[config.mk]
export PLATFORM = sky130hd
export DESIGN_NAME = websocket_frame_deframer
export DESIGN_NICKNAME = d
export VERILOG_FILES = /design/src/rtl/core/wsfd_pkg.sv /design/src/rtl/core/wsfd_in_stage.sv /design/src/rtl/core/wsfd_parser.sv /design/src/rtl/core/wsfd_out_buf.sv /design/src/rtl/core/websocket_frame_deframer.sv
export SDC_FILE = /design/constraint.sdc
export NUM_CORES = 1
export LEC_CHECK = 0
export BUFFER_PORTS_ARGS = -buffer_cell sky130_fd_sc_hd__buf_2
export CAP_MARGIN = 25
export CORE_UTILIZATION = 45
export CTS_BUF_LIST = sky130_fd_sc_hd__clkbuf_8
export DETAILED_ROUTE_END_ITERATION = 10
export PLACE_DENSITY = 0.69
export SLEW_MARGIN = 40
export SYNTH_ARGS = -nofsm -noshare
export SYNTH_HDL_FRONTEND = slang
export SYNTH_SLANG_ARGS = --single-unit
[constraint.sdc]
create_clock -name clk -period 17.5 [get_ports clk]
set_input_delay 0.875 -clock clk [delete_from_list [all_inputs] [get_ports clk]]
set_output_delay 0.875 -clock clk [all_outputs]
set_load 0.02 [all_outputs]
[src/rtl/core/wsfd_pkg.sv]
// Package: types and constants of the WebSocket frame deframer.
`timescale 1ns / 1ps
package wsfd_pkg;

  localparam int LEN_W    = 63;
  localparam int TDATA_W  = 72;
  localparam int TUSER_W  = 10;

  localparam logic [2:0] PH_HDR0   = 3'd0;
  localparam logic [2:0] PH_HDR1   = 3'd1;
  localparam logic [2:0] PH_EXTLEN = 3'd2;
  localparam logic [2:0] PH_KEY    = 3'd3;
  localparam logic [2:0] PH_DATA   = 3'd4;

  localparam logic [6:0] LEN_CODE16 = 7'd126;
  localparam logic [6:0] LEN_CODE64 = 7'd127;

  localparam logic [3:0] EXT16_BYTES = 4'd2;
  localparam logic [3:0] EXT64_BYTES = 4'd8;
  localparam logic [3:0] KEY_BYTES   = 4'd4;

  typedef struct packed {
    logic [LEN_W-1:0] payload_length;
    logic             was_masked;
    logic [3:0]       frame_opcode;
    logic [2:0]       reserved_bits;
    logic             fin_flag;
    logic             frame_last;
    logic             has_byte;
    logic [7:0]       payload_byte;
  } res_t;

endpackage

[src/rtl/core/wsfd_in_stage.sv]
// Input register stage of the deframer.
`timescale 1ns / 1ps
module wsfd_in_stage (
  input  logic       clk,
  input  logic       rst,
  input  logic       s_tvalid,
  output logic       s_tready,
  input  logic [7:0] s_tdata,   // stream_byte
  input  logic       take,
  output logic       in_valid,
  output logic [7:0] in_byte
);

  assign s_tready = !rst && (!in_valid || take);

  always_ff @(posedge clk) begin
    if (rst) begin
      in_valid <= 1'b0;
    end else if (s_tvalid && s_tready) begin
      in_valid <= 1'b1;
    end else if (take) begin
      in_valid <= 1'b0;
    end
  end

  always_ff @(posedge clk) begin
    if (s_tvalid && s_tready) begin
      in_byte <= s_tdata;
    end
  end

endmodule

[src/rtl/core/wsfd_parser.sv]
// Frame header parser and payload unmasking.
`timescale 1ns / 1ps
module wsfd_parser import wsfd_pkg::*; (
  input  logic       clk,
  input  logic       rst,
  input  logic       take,
  input  logic [7:0] in_byte,
  output logic       res_valid,
  output res_t       res
);

  logic [2:0]       phase, phase_next;
  logic [3:0]       hdr_cnt, hdr_cnt_next;
  logic             fin, fin_next;
  logic [2:0]       rsv, rsv_next;
  logic [3:0]       opcode, opcode_next;
  logic             masked, masked_next;
  logic [LEN_W-1:0] len, len_next;
  logic [LEN_W-1:0] remaining, remaining_next;
  logic [31:0]      mask_key, mask_key_next;
  logic [1:0]       idx, idx_next;

  logic             len_done;
  logic             key_done;
  logic [7:0]       key_byte;
  logic             last;

  always_comb begin
    case (idx)
      2'd0:    key_byte = mask_key[31:24];
      2'd1:    key_byte = mask_key[23:16];
      2'd2:    key_byte = mask_key[15:8];
      default: key_byte = mask_key[7:0];
    endcase
  end

  always_comb begin
    phase_next     = phase;
    hdr_cnt_next   = hdr_cnt;
    fin_next       = fin;
    rsv_next       = rsv;
    opcode_next    = opcode;
    masked_next    = masked;
    len_next       = len;
    remaining_next = remaining;
    mask_key_next  = mask_key;
    idx_next       = idx;
    len_done       = 1'b0;
    key_done       = 1'b0;
    last           = 1'b0;
    res_valid      = 1'b0;
    res.payload_byte = 8'd0;
    res.has_byte     = 1'b0;
    res.frame_last   = 1'b0;

    unique case (phase)
      PH_HDR1: begin
        masked_next   = in_byte[7];
        mask_key_next = '0;
        len_next      = '0;
        if (in_byte[6:0] == LEN_CODE16) begin
          hdr_cnt_next = EXT16_BYTES;
          phase_next   = PH_EXTLEN;
        end else if (in_byte[6:0] == LEN_CODE64) begin
          hdr_cnt_next = EXT64_BYTES;
          phase_next   = PH_EXTLEN;
        end else begin
          len_next = LEN_W'(in_byte[6:0]);
          len_done = 1'b1;
        end
      end
      PH_EXTLEN: begin
        len_next = {len[LEN_W-9:0], in_byte};
        if (hdr_cnt != 4'd0) begin
          hdr_cnt_next = hdr_cnt - 4'd1;
        end
        len_done = (hdr_cnt_next == 4'd0);
      end
      PH_KEY: begin
        mask_key_next = {mask_key[23:0], in_byte};
        if (hdr_cnt != 4'd0) begin
          hdr_cnt_next = hdr_cnt - 4'd1;
        end
        key_done = (hdr_cnt_next == 4'd0);
      end
      PH_DATA: begin
        last             = (remaining == LEN_W'(1));
        remaining_next   = remaining - LEN_W'(1);
        idx_next         = idx + 2'd1;
        res_valid        = 1'b1;
        res.payload_byte = in_byte ^ key_byte;
        res.has_byte     = 1'b1;
        res.frame_last   = last;
        if (last) begin
          phase_next = PH_HDR0;
          idx_next   = 2'd0;
        end
      end
      default: begin
        fin_next     = in_byte[7];
        rsv_next     = in_byte[6:4];
        opcode_next  = in_byte[3:0];
        hdr_cnt_next = 4'd0;
        phase_next   = PH_HDR1;
      end
    endcase

    if (len_done && masked_next) begin
      hdr_cnt_next = KEY_BYTES;
      phase_next   = PH_KEY;
    end else if (len_done || key_done) begin
      idx_next       = 2'd0;
      remaining_next = len_next;
      if (len_next == '0) begin
        phase_next     = PH_HDR0;
        res_valid      = 1'b1;
        res.frame_last = 1'b1;
      end else begin
        phase_next = PH_DATA;
      end
    end

    res.fin_flag       = fin_next;
    res.reserved_bits  = rsv_next;
    res.frame_opcode   = opcode_next;
    res.was_masked     = masked_next;
    res.payload_length = len_next;
  end

  always_ff @(posedge clk) begin
    if (rst) begin
      phase     <= PH_HDR0;
      hdr_cnt   <= 4'd0;
      fin       <= 1'b0;
      rsv       <= 3'd0;
      opcode    <= 4'd0;
      masked    <= 1'b0;
      len       <= '0;
      remaining <= '0;
      mask_key  <= 32'd0;
      idx       <= 2'd0;
    end else if (take) begin
      phase     <= phase_next;
      hdr_cnt   <= hdr_cnt_next;
      fin       <= fin_next;
      rsv       <= rsv_next;
      opcode    <= opcode_next;
      masked    <= masked_next;
      len       <= len_next;
      remaining <= remaining_next;
      mask_key  <= mask_key_next;
      idx       <= idx_next;
    end
  end

endmodule

[src/rtl/core/wsfd_out_buf.sv]
// Two-entry result buffer in front of the master port.
`timescale 1ns / 1ps
module wsfd_out_buf import wsfd_pkg::*; (
  input  logic clk,
  input  logic rst,
  input  logic wr_en,
  input  res_t wr_res,
  output logic space,
  output logic m_tvalid,
  input  logic m_tready,
  output res_t rd_res
);

  res_t       ent0;
  res_t       ent1;
  logic       wr_ptr;
  logic       rd_ptr;
  logic [1:0] cnt;
  logic       rd_en;

  assign space    = (cnt != 2'd2);
  assign m_tvalid = (cnt != 2'd0);
  assign rd_en    = m_tvalid && m_tready;
  assign rd_res   = rd_ptr ? ent1 : ent0;

  always_ff @(posedge clk) begin
    if (rst) begin
      wr_ptr <= 1'b0;
      rd_ptr <= 1'b0;
      cnt    <= 2'd0;
    end else begin
      if (wr_en) begin
        wr_ptr <= !wr_ptr;
      end
      if (rd_en) begin
        rd_ptr <= !rd_ptr;
      end
      cnt <= cnt + 2'(wr_en) - 2'(rd_en);
    end
  end

  always_ff @(posedge clk) begin
    if (wr_en && !wr_ptr) begin
      ent0 <= wr_res;
    end
    if (wr_en && wr_ptr) begin
      ent1 <= wr_res;
    end
  end

endmodule

[src/rtl/core/websocket_frame_deframer.sv]
// Top level of the WebSocket frame deframer.
//
//  port group | role   | tdata                          | tuser / tlast
//  s_*        | input  | stream_byte                    | -
//  m_*        | output | payload_byte, payload_length   | flags, opcode / frame_last
//
// One byte per cycle sustained while the result buffer has space; a byte is registered in
// the input stage, then its result is written to the result buffer, from which it transfers on m_*.
// Header bytes produce no result, but the last one of an empty frame does; every payload byte does.
// Reset is synchronous; s_tready is low while rst is high.
// A two-entry result buffer absorbs m_tready stalls; s_tready comes from rst and registers.
`timescale 1ns / 1ps
module websocket_frame_deframer import wsfd_pkg::*; (
  input  logic               clk,
  input  logic               rst,
  input  logic               s_tvalid,
  output logic               s_tready,
  input  logic [7:0]         s_tdata,   // [7:0] stream_byte
  output logic               m_tvalid,
  input  logic               m_tready,
  output logic [TDATA_W-1:0] m_tdata,   // [7:0] payload_byte, [70:8] payload_length, [71] 0
  output logic               m_tlast,   // frame_last
  output logic [TUSER_W-1:0] m_tuser    // [0] has_byte, [1] fin_flag, [4:2] reserved_bits,
                                        // [8:5] frame_opcode, [9] was_masked
);

  logic       in_valid;
  logic [7:0] in_byte;
  logic       space;
  logic       take;
  logic       res_valid;
  res_t       res;
  res_t       out_res;

  assign take = in_valid && space;

  wsfd_in_stage u_in (
    .clk      (clk),
    .rst      (rst),
    .s_tvalid (s_tvalid),
    .s_tready (s_tready),
    .s_tdata  (s_tdata),
    .take     (take),
    .in_valid (in_valid),
    .in_byte  (in_byte)
  );

  wsfd_parser u_parser (
    .clk       (clk),
    .rst       (rst),
    .take      (take),
    .in_byte   (in_byte),
    .res_valid (res_valid),
    .res       (res)
  );

  wsfd_out_buf u_out (
    .clk      (clk),
    .rst      (rst),
    .wr_en    (take && res_valid),
    .wr_res   (res),
    .space    (space),
    .m_tvalid (m_tvalid),
    .m_tready (m_tready),
    .rd_res   (out_res)
  );

  assign m_tdata = {1'b0, out_res.payload_length, out_res.payload_byte};
  assign m_tlast = out_res.frame_last;
  assign m_tuser = {out_res.was_masked, out_res.frame_opcode, out_res.reserved_bits,
                    out_res.fin_flag, out_res.has_byte};

endmodule

==> impl_metrics.ini <==
[global_routing]
track_usage = 0.236
antenna_found_initial = 0
grt_first_pass_wirelength_um = 71200
grt_overflow = 0
grt_max_degree = 103
grt_pass1_vias = 12884

[power]
power_leakage_nw = 6.92
powerDensity_nw_per_um2 = 131
vdd_drop_max_mv = 0.0639

[die]
design.die.area_um2 = 38000
rows = 70
die_w_um = 195
coreArea_um2 = 36600
die_height_um = 195
ios = 97
start_util = 0.458

[routing]
finalWirelength_um = 45600
drtPass1Iterations = 7
top_layer = met4
dr_total_vias = 13714
dr_wl_met3_um = 3640
drt_drc_violations_left = 0
wl_met1_um = 19700
post_drt_via_cell_ratio = 6.07
ant_nets = 0
wl_met2_um = 21200
routedWlPerCell_um = 20.2
drt_iter0_drc = 1537

[sta]
period_needed_ns = 5.62
final.setup_skew_ns = 0.0376
slew_viol_final = 0
finalCritPeriodShare = 0.321
finalHoldViolations = 0
fin_ws_ns = 11.88
slew_headroom = 0.403
clock.fmax_mhz = 178
tns_ns = 0
tightest_slew_ns = 0.896
rsz0062_at_grt = false
setup_viol = 0

[setup_path]
reg2reg_to = u_out.ent0[46]
cp.required_ns = 17.76
cpPeakStageDelay_ns = 0.70
r2r_start = u_parser.phase[1]
arrival_ns = 5.88
startpoint = u_parser.phase[1]
cp-end-kind = register
critPathCapture = u_out.ent0[46]
path_cells = buf_4 > a21o_1 > buf_4 > a211oi_1 > inv_1 > nor4_1 > nand4_1 > or4_1 > nor3_1 > o21ai_1 > nor2_4 > buf_4
worstRegToRegCells = 12
crit_slowest_cell = buf_4
crit_path_start_kind = register
crit_type = register to register
path_max_fanout = 84
worst_path_most_repeated_cell = buf_4
ff2ff_setup_slack_ns = 11.88

[flow_run]
maxCapViolations = 0

[layout]
final_util = 0.515
instances_no_fill = 2259
diodes = 0
fin_nets = 1762
syn_to_final_growth_pct = 12.4
layout-drive-gt1-share = 0.186

[clocking]
clock_path_buffers = 3
ctsResizeCount = 0
post_cts_buffers = 0
cts_tree = done
clock-sinks = 353
htreeDepth = 2
cts_made_buffers = 59
ctsHoldBuffers = 0
clk_pin_slew_ns = 0.06
root_buffer = clkbuf_8
clk_latency_ns = 0.66

[placed_design]
dp_slack_ns = 11.96
hpwl_um = 29000
dp_cells = 2147
io_buffers = 95
gp_congestion = 0.877

[worst_hold_path]
min_from = s_tdata[0]
hold_class = primary input to register

[logic_synthesis]
synth.largest_area_cell = edfxtp_1
synth_area_leaders = edfxtp_1 (31%), dfxtp_1 (22%), mux2_2 (6.2%)
synthFlopType = dfxtp_1
syn_inst = 1687
synth-simple-area-share = 0.189
syn_area_um2 = 16800
netlist.area_leader.share = 0.308
syn_nets = 1708
yosysWarnings = 0
synth_fa_ha_area_frac = 0.00672
ys_seq_elements = 353
async_reset_ff_frac = 0
synthMuxAreaShare = 0.0624
synth_xor_area_frac = 0.00679
synth_edf_count = 172
synth_commonest_cells = nor2_1 (193), dfxtp_1 (181), edfxtp_1 (172)
ys_types = 75
yosysSeqAreaShare = 0.524
synth_top_family_by_area = simple AND/OR/NAND/NOR gates
synth_compound_area_frac = 0.159
yosys.cell_count.top_type = nor2_1
avgSynthCellArea_um2 = 9.93

[status]
status = finished, final reports clean
[power breakdown]
| part | leakage [nW] | total (mW) | switching (mW) | internal, mW |
|---|---|---|---|---|
| combinational | 3.18 | 0.718 | 0.461 | 0.257 |
| clock | 0.691 | 0.755 | 0.340 | 0.415 |
| sequential | 3.04 | 1.00 | 0.0664 | 0.936 |
[sequential cells by signal (all words and copies together), names as in the netlist, 2 cells and up]
signal	flops
u_out.ent0	82
u_parser.hdr_cnt	4
u_parser.remaining	63
u_parser.phase	3
u_out.ent1	82
u_out.cnt	2
u_parser.opcode	4
u_parser.mask_key	32
u_parser.idx	2
u_parser.rsv	3
u_parser.len	63
u_in.in_byte	8
[how the worst min path moves through the flow]
stage / to / cells after the start
global route: u_in.in_byte[7] / 1
CTS: u_in.in_byte[0] / 1
finish: u_in.in_byte[0] / 1
detailed placement: u_parser.mask_key[24] / 2
floorplan: u_parser.mask_key[24] / 2
global placement: u_parser.mask_key[29] / 2
[final cells by class]
cell class	instances	area (um2)
clock buffer	61	840
clock inverter	50	378
fill	3343	17800
inverter	75	282
multi-input combinational	1130	7170
sequential	353	8800
tap	468	586
timing repair buffer	122	788
[critical path, delay by kind of cell, from the launching register on]
kind | cells | cell delay, ns
flops | 1 | 0.46
simple gates | 5 | 2.08
compound gates | 3 | 1.05
buf+inv | 4 | 1.50
[kinds of logic after synthesis]
kind of cell | after synthesis
simple gates | 613
compound gates | 401
flops | 353
buf+inv | 204
mux | 93
xor+xnor | 13
fa+ha+maj | 9
other cells | 1
[cell usage in the layout (no fill, tap or decap), types with 11 or more instances in the layout]
| master | n |
|---|---|
| nor3_1 | 44 |
| nor2b_1 | 41 |
| nor3b_1 | 46 |
| clkbuf_8 | 61 |
| edfxtp_1 | 172 |
| dfxtp_1 | 178 |
| a211oi_1 | 68 |
| mux2_2 | 92 |
| a21oi_1 | 88 |
| buf_2 | 94 |
| nand4_1 | 16 |
| nor4_1 | 24 |
| inv_1 | 92 |
| and2_1 | 11 |
| buf_4 | 19 |
| a22oi_1 | 44 |
| o22ai_1 | 18 |
| nand3_1 | 48 |
| clkinv_2 | 14 |
| a221oi_1 | 36 |
| or3_1 | 11 |
| nor2_1 | 191 |
| nand2_1 | 107 |
| o21ai_0 | 84 |
[per-layer routing]
metal / up-vias / GRT usage
met2: 606 / 0.369
met5: - / 0
met4: 0 / 0.0852
li1: 6350 / -
met1: 6669 / 0.323
met3: 89 / 0.0480
[stage by stage]
stage	power, mW	hold slack, ns	cell area, um2
2_1_floorplan	1.51	0.431	16800
3_3_place_gp	1.70	0.439	17400
3_5_place_dp	1.72	0.451	17600
4_1_cts	2.48	0.387	18800
5_1_grt	2.59	0.391	18800
6_report	2.48	0.427	18800
Note: power is estimated with default switching activity, not from simulation.
